==> src/sv/assert_macros.svh <==
// assertion macros shared by the circle rasterizer modules
// expects clk and arst_n in the scope where a macro is used
`ifndef ASSERT_MACROS_SVH
`define ASSERT_MACROS_SVH

`ifndef ASSERT_OFF

// same-cycle implication, checked at every rising edge out of reset
`define ASSERT_IMPL(label, ante, cons) \
	label: assert property (@(posedge clk) disable iff (!arst_n) (ante) |-> (cons)) \
		else $error("assertion failed");

// next-cycle implication
`define ASSERT_NEXT(label, ante, cons) \
	label: assert property (@(posedge clk) disable iff (!arst_n) (ante) |=> (cons)) \
		else $error("assertion failed");

`else

`define ASSERT_IMPL(label, ante, cons)
`define ASSERT_NEXT(label, ante, cons)

`endif

`endif

==> src/sv/cr_pkg.sv <==
// shared widths, codes and the group record for the circle rasterizer
// no dependencies
`timescale 1ns / 1ps
`default_nettype none

package cr_pkg;

	localparam int CB = 16;            // coordinate width
	localparam int XW = CB;            // step x
	localparam int YW = CB + 1;        // step y, signed
	localparam int DW = CB + 5;        // decision, signed
	localparam int PW = CB + 1;        // pixel coordinate, signed
	localparam int RW = CB - 1;        // radius

	localparam int IN_TDATA_W  = ((2 * CB + RW + 7) / 8) * 8;
	localparam int OUT_TDATA_W = ((2 * PW + 7) / 8) * 8;

	localparam int QDEPTH = 2;
	localparam int QAW    = $clog2(QDEPTH);
	localparam int QCW    = $clog2(QDEPTH + 1);

	localparam logic OP_START = 1'b0;
	localparam logic OP_STEP  = 1'b1;

	// decision rule constants
	localparam logic [DW-1:0] D_INIT  = DW'(3);
	localparam logic [DW-1:0] D_STRT  = DW'(6);
	localparam logic [DW-1:0] D_DIAG  = DW'(10);

	localparam logic [2:0] LAST_IDX = 3'd7;

	typedef struct packed {
		logic [XW-1:0]        x;
		logic signed [YW-1:0] y;
		logic signed [CB-1:0] cx;
		logic signed [CB-1:0] cy;
		logic                 done;
	} group_t;

endpackage

`default_nettype wire

==> src/sv/cr_front.sv <==
// front end: accepts start/step words, runs the decision update, pushes a group
// depends on cr_pkg
`timescale 1ns / 1ps
`default_nettype none
`include "assert_macros.svh"

module cr_front import cr_pkg::*; (
	input  wire logic                 clk,
	input  wire logic                 arst_n,
	input  wire logic                 in_valid,
	output logic                      in_ready,
	input  wire logic                 op,
	input  wire logic signed [CB-1:0] center_x,
	input  wire logic signed [CB-1:0] center_y,
	input  wire logic [RW-1:0]        radius,
	input  wire logic                 q_full,
	output logic                      push,
	output group_t                    push_grp
);

	logic [XW-1:0]        x_q;
	logic signed [YW-1:0] y_q;
	logic [DW-1:0]        d_q;
	logic signed [CB-1:0] cx_q, cy_q;
	logic                 active_q;

	logic [XW-1:0]  x_inc, nx;
	logic [YW-1:0]  y_dec, ny;
	logic [DW-1:0]  x_ext, y_dec_ext, r_ext, d_a, d_b, d_start, nd;
	logic           is_start, done;
	logic signed [CB-1:0] ncx, ncy;

	assign in_ready = !q_full;
	assign is_start = (op == OP_START);
	assign push     = in_valid && in_ready && (is_start || active_q);

	always_comb begin
		x_inc     = x_q + 1'b1;
		y_dec     = y_q - 1'b1;
		x_ext     = {{(DW-XW){1'b0}}, x_inc};
		y_dec_ext = {{(DW-YW){y_dec[YW-1]}}, y_dec};
		r_ext     = {{(DW-RW){1'b0}}, radius};
		d_a       = d_q + (x_ext << 2) + D_STRT;
		d_b       = d_q + ((x_ext - y_dec_ext) << 2) + D_DIAG;
		d_start   = D_INIT - (r_ext << 1);
		if (is_start) begin
			nx  = '0;
			ny  = {{(YW-RW){1'b0}}, radius};
			nd  = d_start;
			ncx = center_x;
			ncy = center_y;
		end else begin
			nx  = x_inc;
			// negative decision keeps y
			ny  = d_q[DW-1] ? y_q : y_dec;
			nd  = d_q[DW-1] ? d_a : d_b;
			ncx = cx_q;
			ncy = cy_q;
		end
		done = $signed({{(YW+1-XW){1'b0}}, nx}) > $signed({ny[YW-1], ny});
		push_grp.x    = nx;
		push_grp.y    = ny;
		push_grp.cx   = ncx;
		push_grp.cy   = ncy;
		push_grp.done = done;
	end

	always_ff @(posedge clk or negedge arst_n) begin
		if (!arst_n) begin
			x_q      <= '0;
			y_q      <= '0;
			d_q      <= '0;
			cx_q     <= '0;
			cy_q     <= '0;
			active_q <= 1'b0;
		end else if (push) begin
			x_q      <= nx;
			y_q      <= ny;
			d_q      <= nd;
			cx_q     <= ncx;
			cy_q     <= ncy;
			active_q <= !done;
		end
	end

	`ASSERT_NEXT(a_done_idles, push && push_grp.done, !active_q)
	`ASSERT_IMPL(a_no_push_full, push, !q_full)

endmodule

`default_nettype wire

==> src/sv/cr_queue.sv <==
// two-entry group queue between the front end and the pixel emitter
// depends on cr_pkg
`timescale 1ns / 1ps
`default_nettype none
`include "assert_macros.svh"

module cr_queue import cr_pkg::*; (
	input  wire logic clk,
	input  wire logic arst_n,
	input  wire logic push,
	input  group_t    push_grp,
	output logic      full,
	output logic      q_valid,
	output group_t    head,
	input  wire logic pop
);

	group_t         mem_q [QDEPTH];
	logic [QAW-1:0] wr_q, rd_q;
	logic [QCW-1:0] cnt_q;

	assign full    = (cnt_q == QCW'(QDEPTH));
	assign q_valid = (cnt_q != '0);
	assign head    = mem_q[rd_q];

	always_ff @(posedge clk) begin
		if (push) begin
			mem_q[wr_q] <= push_grp;
		end
	end

	always_ff @(posedge clk or negedge arst_n) begin
		if (!arst_n) begin
			wr_q  <= '0;
			rd_q  <= '0;
			cnt_q <= '0;
		end else begin
			if (push) begin
				wr_q <= wr_q + 1'b1;
			end
			if (pop) begin
				rd_q <= rd_q + 1'b1;
			end
			case ({push, pop})
				2'b10:   cnt_q <= cnt_q + 1'b1;
				2'b01:   cnt_q <= cnt_q - 1'b1;
				default: cnt_q <= cnt_q;
			endcase
		end
	end

	`ASSERT_IMPL(a_cnt_bound, 1'b1, cnt_q <= QCW'(QDEPTH))

endmodule

`default_nettype wire

==> src/sv/cr_back.sv <==
// back end: expands one group into eight symmetric pixels, one per cycle while m_tready holds
// depends on cr_pkg
`timescale 1ns / 1ps
`default_nettype none
`include "assert_macros.svh"

module cr_back import cr_pkg::*; (
	input  wire logic                   clk,
	input  wire logic                   arst_n,
	input  wire logic                   q_valid,
	input  group_t                      head,
	output logic                        pop,
	output logic                        m_tvalid,
	input  wire logic                   m_tready,
	output logic [OUT_TDATA_W-1:0]      m_tdata,   // pixel_x, pixel_y
	output logic                        m_tlast,   // last_of_group
	output logic [0:0]                  m_tuser    // circle_done
);

	group_t      grp_q;
	logic        busy_q;
	logic [2:0]  k_q;
	logic        out_valid_q, last_q, done_q;
	logic [PW-1:0] px_q, py_q;

	group_t        cur;
	logic          adv, have;
	logic [PW-1:0] x_e, y_e, cx_e, cy_e, a, b, px, py;

	assign cur  = busy_q ? grp_q : head;
	assign have = busy_q || q_valid;
	assign adv  = !out_valid_q || m_tready;
	assign pop  = adv && !busy_q && q_valid;

	always_comb begin
		x_e  = {{(PW-XW){1'b0}}, cur.x};
		y_e  = cur.y;
		cx_e = {{(PW-CB){cur.cx[CB-1]}}, cur.cx};
		cy_e = {{(PW-CB){cur.cy[CB-1]}}, cur.cy};
		// upper four pixels swap the roles of x and y
		a    = k_q[2] ? y_e : x_e;
		b    = k_q[2] ? x_e : y_e;
		px   = k_q[0] ? cx_e - a : cx_e + a;
		py   = k_q[1] ? cy_e - b : cy_e + b;
	end

	always_ff @(posedge clk or negedge arst_n) begin
		if (!arst_n) begin
			busy_q      <= 1'b0;
			k_q         <= '0;
			out_valid_q <= 1'b0;
		end else if (adv) begin
			out_valid_q <= have;
			if (have) begin
				k_q    <= k_q + 1'b1;
				busy_q <= (k_q != LAST_IDX);
			end
		end
	end

	always_ff @(posedge clk) begin
		if (pop) begin
			grp_q <= head;
		end
		if (adv && have) begin
			px_q   <= px;
			py_q   <= py;
			last_q <= (k_q == LAST_IDX);
			done_q <= cur.done;
		end
	end

	assign m_tvalid   = out_valid_q;
	assign m_tdata    = OUT_TDATA_W'({py_q, px_q});
	assign m_tlast    = last_q;
	assign m_tuser[0] = done_q;

	`ASSERT_IMPL(a_idle_index, !busy_q, k_q == 3'd0)
	`ASSERT_NEXT(a_pop_starts, pop, busy_q && k_q == 3'd1)

endmodule

`default_nettype wire

==> src/sv/circle_rasterizer.sv <==
// midpoint circle rasterizer with eight-way symmetry
// with the emitter idle, an accepted start or active step word is written into the group queue,
// and its first pixel is then put on m_tdata through the emitter's output register
// the emitter gives eight pixels per start or active step word, one pixel a cycle while m_tready holds
// a step while idle is accepted and gives no pixels; the two-entry group queue
// lets the front end run ahead of a stalled pixel sink
// reset: asynchronous, clears the stepping state and the queue; block comes up idle
`timescale 1ns / 1ps
`default_nettype none

module circle_rasterizer import cr_pkg::*; (
	input  wire logic                   clk,
	input  wire logic                   arst_n,
	input  wire logic                   s_tvalid,
	output logic                        s_tready,
	input  wire logic [IN_TDATA_W-1:0]  s_tdata,   // center_x, center_y, radius
	input  wire logic [0:0]             s_tuser,   // operation
	output logic                        m_tvalid,
	input  wire logic                   m_tready,
	output logic [OUT_TDATA_W-1:0]      m_tdata,   // pixel_x, pixel_y
	output logic                        m_tlast,   // last_of_group
	output logic [0:0]                  m_tuser    // circle_done
);

	logic   push, full, q_valid, pop;
	group_t push_grp, head;

	cr_front u_front (
		.clk      (clk),
		.arst_n   (arst_n),
		.in_valid (s_tvalid),
		.in_ready (s_tready),
		.op       (s_tuser[0]),
		.center_x (s_tdata[CB-1:0]),
		.center_y (s_tdata[2*CB-1:CB]),
		.radius   (s_tdata[2*CB+RW-1:2*CB]),
		.q_full   (full),
		.push     (push),
		.push_grp (push_grp)
	);

	cr_queue u_queue (
		.clk      (clk),
		.arst_n   (arst_n),
		.push     (push),
		.push_grp (push_grp),
		.full     (full),
		.q_valid  (q_valid),
		.head     (head),
		.pop      (pop)
	);

	cr_back u_back (
		.clk      (clk),
		.arst_n   (arst_n),
		.q_valid  (q_valid),
		.head     (head),
		.pop      (pop),
		.m_tvalid (m_tvalid),
		.m_tready (m_tready),
		.m_tdata  (m_tdata),
		.m_tlast  (m_tlast),
		.m_tuser  (m_tuser)
	);

endmodule

`default_nettype wire

==> config.mk <==
export PLATFORM = sky130hd
export DESIGN_NAME = circle_rasterizer
export DESIGN_NICKNAME = d
export VERILOG_FILES = /design/src/sv/cr_pkg.sv /design/src/sv/cr_front.sv /design/src/sv/cr_queue.sv /design/src/sv/cr_back.sv /design/src/sv/circle_rasterizer.sv
export VERILOG_INCLUDE_DIRS = /design/src /design/src/sv
export SDC_FILE = /design/constraint.sdc
export NUM_CORES = 1
export LEC_CHECK = 0
export ABC_AREA = 1
export BUFFER_PORTS_ARGS = -buffer_cell sky130_fd_sc_hd__buf_2
export CORE_ASPECT_RATIO = 0.75
export CORE_UTILIZATION = 50
export CTS_CLUSTER_DIAMETER = 200
export DETAILED_ROUTE_END_ITERATION = 16
export PLACE_DENSITY = 0.77
export SLEW_MARGIN = 20
export SYNTH_ARGS = -nofsm -noshare
export SYNTH_HDL_FRONTEND = slang
export SYNTH_SLANG_ARGS = --single-unit
==> constraint.sdc <==
create_clock -name clk -period 10.34 [get_ports clk]
set_input_delay 0.517 -clock clk [delete_from_list [all_inputs] [get_ports clk]]
set_output_delay 0.517 -clock clk [all_outputs]
set_load 0.02 [all_outputs]
Word-level counts from Yosys, hierarchy flattened --
Memory sizes are Yosys's and may differ from the RTL's. Index checks and enable logic that the tools add are counted.
Storage, ports and cells: latch bits 0, register bits after elaboration 198, memories kept 1, output and inout bits 44, RAM bits 132, input port bits 53, bits in read-only memories 0
Cells by class: shift operators 0, equality and inequality tests 5, $lt $le $gt $ge 1, add/sub/neg operators 17, bitwise gates (word level) 1, reduce and logical (&&, ||, !) cells 15, multipliers 0, muxes and demuxes 15, divide/modulo/power cells 0
Memories:
- u_queue.mem_q | depth 2, width 66, rd ports 1, clocked after memory_dff 0, wr ports 1, RTL line cr_queue.sv:18 | group_t mem_q [QDEPTH];
Operators by type and width (number):
- 2-to-1 mux 17 bit | 6
- 2-to-1 mux 66 bit | 1
- 2-to-1 mux 16 bit | 3
- 2-to-1 mux 21 bit | 2
- adder 17 bit | 2
- subtractor 17 bit | 2
- adder 21 x 18 -> 21 bit | 1
- adder 21 bit | 1
- adder 21 x 3 -> 21 bit, second input constant | 1
- adder 21 x 4 -> 21 bit, second input constant | 1
- subtractor 17 x 17 -> 18 bit | 1
- > comparator 17 bit | 1
- subtractor 17 x 1 -> 17 bit, second input constant | 1
- subtractor 2 x 16 -> 17 bit, first input constant | 1
- adder 16 x 1 -> 16 bit, second input constant | 1
- logical AND 1 bit | 5
- == test 2 bit, second input constant | 2
- logical NOT 1 bit | 4
- one-hot mux 2 bit (2 select lines) | 1
- nonzero test 2 bit | 2
- adder 3 x 1 -> 3 bit, second input constant | 1
- == test 3 bit, second input constant | 1
- logical OR 1 bit | 3
- != test 3 bit, second input constant | 1
- other kinds (7) | 9

Longest topological paths before layout --
depth after elaboration 6, gate-level depth with buffers 35, gate-level depth less buffers 35

Cells and area by module --
Synthesis repeated with hierarchy kept, for this count alone.
Unflattened totals: cell total of the unflattened synthesis 2545, area total of the unflattened synthesis 20901.3 µm²
By module, submodules not included:
- cr_front | area an instance 8846.0 µm², cells each 1352, sequential area each 2152.1 µm², instances 1
- cr_back | area an instance 6939.2 µm², cells each 825, sequential area each 3188.1 µm², instances 1
- cr_queue | area an instance 5116.2 µm², cells each 368, sequential area each 4063.9 µm², instances 1

Worst setup path before layout --
Ideal clock, no wire load.
path kind flip-flop to flip-flop, start point register u_back.out_valid_q, in the netlist u_back.m_tvalid, end point register u_queue.cnt_q[1], period minus slack after synthesis 6.525 ns, buffers on the path 0, setup time 0.124 ns, stages on the path, launching flop included 8, arrival time 6.400 ns, path slack 3.815 ns, data required time 10.216 ns, cells stage by stage dfrtp_1 > inv_1 > nor2_1 > nor3_1 > ha_1 > a21oi_1 > o21ai_0 > xnor2_1
Between the ends: cells in the longest elaborated chain, start to end 6, elaborated cells on any way between the ends 8, classes of those cells 2 x eq/ne; 1 x mux; 5 x reduce/logical
Ends and longest elaborated chain:
- start: declaration | RTL line cr_back.sv:23 | logic out_valid_q, last_q, done_q;
- start signal: assignment | RTL line cr_back.sv:53 | out_valid_q <= have;
- logical NOT 1 bit (*) | RTL line cr_back.sv:32 | assign adv = !out_valid_q || m_tready;
- logical OR 1 bit (*) | RTL line cr_back.sv:32
- logical AND 1 bit (*) (2 in a row) | RTL line cr_back.sv:33 | assign pop = adv && !busy_q && q_valid;
- named net pop | RTL line circle_rasterizer.sv:25 | logic push, full, q_valid, pop;
- == test 2 x 1 -> 1 bit / == test 2 bit (equally long branches) | RTL line cr_queue.sv:44 | case ({push, pop})
- one-hot mux 2 bit (2 select lines) / nonzero test 2 bit (equally long branches)
- end signal: assignment | RTL line cr_queue.sv:45 | 2'b10: cnt_q <= cnt_q + 1'b1;
- end signal: assignment | RTL line cr_queue.sv:46 | 2'b01: cnt_q <= cnt_q - 1'b1;
- end signal: assignment | RTL line cr_queue.sv:47 | default: cnt_q <= cnt_q;
- end: declaration | RTL line cr_queue.sv:20 | logic [QCW-1:0] cnt_q;
Mark *: on every way through the listed nets, which the timed path passes. The rest lies on a longest branch. A chain may end at the register's enable or synchronous reset.

Worst setup path after layout --
start point register u_front.x_q[0], end point register u_front.d_q[19]
Between the ends: cells in the longest elaborated chain, start to end 6, elaborated cells on any way between the ends 8, classes of those cells 6 x add/sub; 2 x mux
Ends and longest elaborated chain:
- start: declaration | RTL line cr_front.sv:21 | logic [XW-1:0] x_q;
- start signal: assignment | RTL line cr_front.sv:77 | x_q <= nx;
- adder 16 x 1 -> 16 bit (*) | RTL line cr_front.sv:38 | x_inc = x_q + 1'b1;
- subtractor 17 x 17 -> 18 bit | RTL line cr_front.sv:44 | d_b = d_q + ((x_ext - y_dec_ext) << 2) + D_DIAG;
- adder 21 bit | RTL line cr_front.sv:44
- adder 21 x 4 -> 21 bit | RTL line cr_front.sv:44
- 2-to-1 mux 21 bit (*) | RTL line cr_front.sv:56 | nd = d_q[DW-1] ? d_a : d_b;
- 2-to-1 mux 21 bit (*) | RTL line cr_front.sv:46 | if (is_start) begin
- end signal: assignment | RTL line cr_front.sv:79 | d_q <= nd;
- end: declaration | RTL line cr_front.sv:23 | logic [DW-1:0] d_q;
Every way passes the cells marked *; elsewhere a longest branch is shown, timed or not.

==> metrics <==
Initial Utilization 0.509; WL met2 23,400 um; Antenna Cells 0; Crit. End Element flop; Synth Area per Inst 8.31 um^2; Initial DRC Count 2,002; clock skew 0.0291 ns; launch point of the worst path u_front.x_q[0]; Worst Path Required 10.78 ns; Num CTS Buffers 34; Pre-antenna DRT Iters 6; Ports 97; Min Hold Slack 0.177 ns; Buffers on Ports 89; htree depth 2; Sum Neg Setup Slack 0 ns; initial antenna violation count 0; Main synth FF type edfxtp_1; Worst slew margin 0.313; Root Buffer clkbuf_16; post-route minimum period 5.61 ns; Core ar. 0.0409 mm^2; post-route ant nets 0; Global Route Usage Sum 0.256; CTS resizes 0; CTS sink count 329; RSZ-0062 raised after global routing false; Synth Register Bits 329; worst r2r path cells 32; Worst R2R Setup Slack 4.73 ns; synth top area cells edfxtp_1, nand2_1, dfrtp_1; Die Area 0.0425 mm^2; Slew @ Worst Pin 1.03 ns; synth warn 0; reg2reg start u_front.x_q[0]; highest metal used met4; number of global-route vias before repair 15,790; status finished clean; Die Wd 238 um; CP Max Fanout 6; vias per cell 5.57; fin crit share 0.543; Achievable Freq 178 MHz; drt wl/cell 17.5 um; slowest CP cell o21ai_0; fin util 0.559; area of the mapped netlist 0.0208 mm^2; Routed Wire Length 55,000 um; nets 2,764; Max Buffers Root-to-Sink 3; count of final setup violators 0; Post-CTS Setup Repair Bufs 0; Final Wtd Congestion 0.962; Worst Setup EP u_front.d_q[19]; ys async rst share 0.289; Area growth, synth to finish 9.86%; CP peak stage delay 0.49 ns; Hold Path Class input pin to flop; WL met3 5010 um; end of the worst register-to-register path u_front.d_q[19]; synth unique cells 58; EDFF count, synth 234; largest net degree at the start of global routing 106; startpoint types flop; layout cells sized above 1 0.0899; register area share after synthesis 0.452; Hold Vio Cnt, Final 0; vias 17,559; Slew Limit Fails 0; data arrival time of the critical path 6.05 ns; post-synthesis instance total 2,504; Worst Setup Path Type flop to flop; Layout fillers 3,591; first-pass GRT wire length 85,100 um; Met1 Routed Length 25,800 um; std cell rows 64; Most Frequent Cell on Critical Path nand2_1; chip height 179 um; DPL Wire Length 39,600 um; max_cap viols 0; gr ovfl total 0; clock latency on the worst-skew pair 0.53 ns; post-synth top area share 0.338; CTS tree built; Reg clk slew, reported paths 0.06 ns; hold_buf cts 1; Residual DRC 0; Yosys top cell by area edfxtp_1
synthesized netlist by cell type (37+ instances only):
master,n
clkbuf_1,37
nand2_1,706
nand3_1,137
edfxtp_1,234
o21ai_0,183
dfrtp_1,95
ha_1,141
nor2_1,167
xor2_1,61
inv_1,266
a31oi_1,45
a21oi_1,136
worst max-delay path, delay by kind of cell, from the launching register on:
| kind | cells | cell delay, ns |
|---|---|---|
| AOI/OAI and AO/OA | 3 | 0.79 |
| adders and majority gates | 4 | 1.23 |
| buffers and inverters | 2 | 0.15 |
| DFF | 1 | 0.45 |
| and+or+nand+nor | 23 | 2.91 |
kinds of logic after synthesis:
group,Yosys count,share of synthesized area
AO/OA/AOI/OAI,446,0.120
XOR/XNOR,86,0.0362
adder cells (fa/ha/maj),146,0.0896
buffers and inverters,358,0.0706
flip-flops,329,0.452
multiplexers,1,0.000481
other,1,0.000180
AND/OR/NAND/NOR,1137,0.231
layout make-up:
class | instances | area (um^2) | area share
inverter | 272 | 1030 | 0.0449
tap | 561 | 702 | 0.0307
timing repair buffer | 106 | 578 | 0.0253
clock inverter | 12 | 134 | 0.00585
multi-input combinational | 1822 | 9990 | 0.437
sequential | 329 | 9410 | 0.411
clock buffer | 50 | 1030 | 0.0452
layout by cell type (no fill, tap or decap), types with 9 or more instances in the layout:
master / count
a21oi_1: 136
dfrtp_1: 94
edfxtp_1: 234
o21ai_1: 13
nor2_1: 165
or2_2: 14
a21boi_0: 9
a31oi_1: 45
nand3b_1: 13
nand3_1: 137
xor2_1: 61
nor3_1: 19
nand2_1: 706
a21o_1: 9
xnor2_1: 25
o21ai_0: 183
inv_1: 264
or2_1: 12
nand4_1: 22
clkbuf_16: 37
nand2_2: 18
buf_4: 17
ha_1: 141
buf_2: 88
a22oi_1: 9
flip-flops by register name, summed over array words and instances (netlist names), 16 cells and up:
register and flops:
u_queue.mem_q 132, u_back.px_q 17, u_back.py_q 17, u_back.grp_q 66, u_front.cx_q 16, u_front.y_q 17
u_front.d_q 20, u_front.cy_q 16, u_front.x_q 16
metrics by stage:
step / cells / area [um^2] / setup slack, ns
after floorplan: 2509 / 20800 / 3.82
after global placement: 3089 / 21700 / 5.07
after detailed placement: 3089 / 21700 / 4.91
after CTS: 3152 / 22900 / 4.82
after global routing: 3152 / 22900 / 4.20
final: 3152 / 22900 / 4.73
how the worst min path moves through the flow:
stage	from	end	cells past startpoint
2_1_floorplan	arst_n	u_back.busy_q	0
3_3_place_gp	u_front.active_q	u_front.active_q	2
3_5_place_dp	u_front.active_q	u_front.active_q	2
4_1_cts	m_tready	u_back.m_tvalid	2
5_1_grt	m_tready	u_back.m_tvalid	2
6_report	m_tready	u_back.m_tvalid	2
routing by layer:
layer / vias up / global-route usage
li1: 8503 / -
met1: 8225 / 0.396
met2: 747 / 0.377
met3: 84 / 0.0380
met4: 0 / 0.0527
met5: - / 0
Power is left out: the tool's default activity adds up to more than one toggle a clock period on the data nets, which glitch-free logic cannot reach.
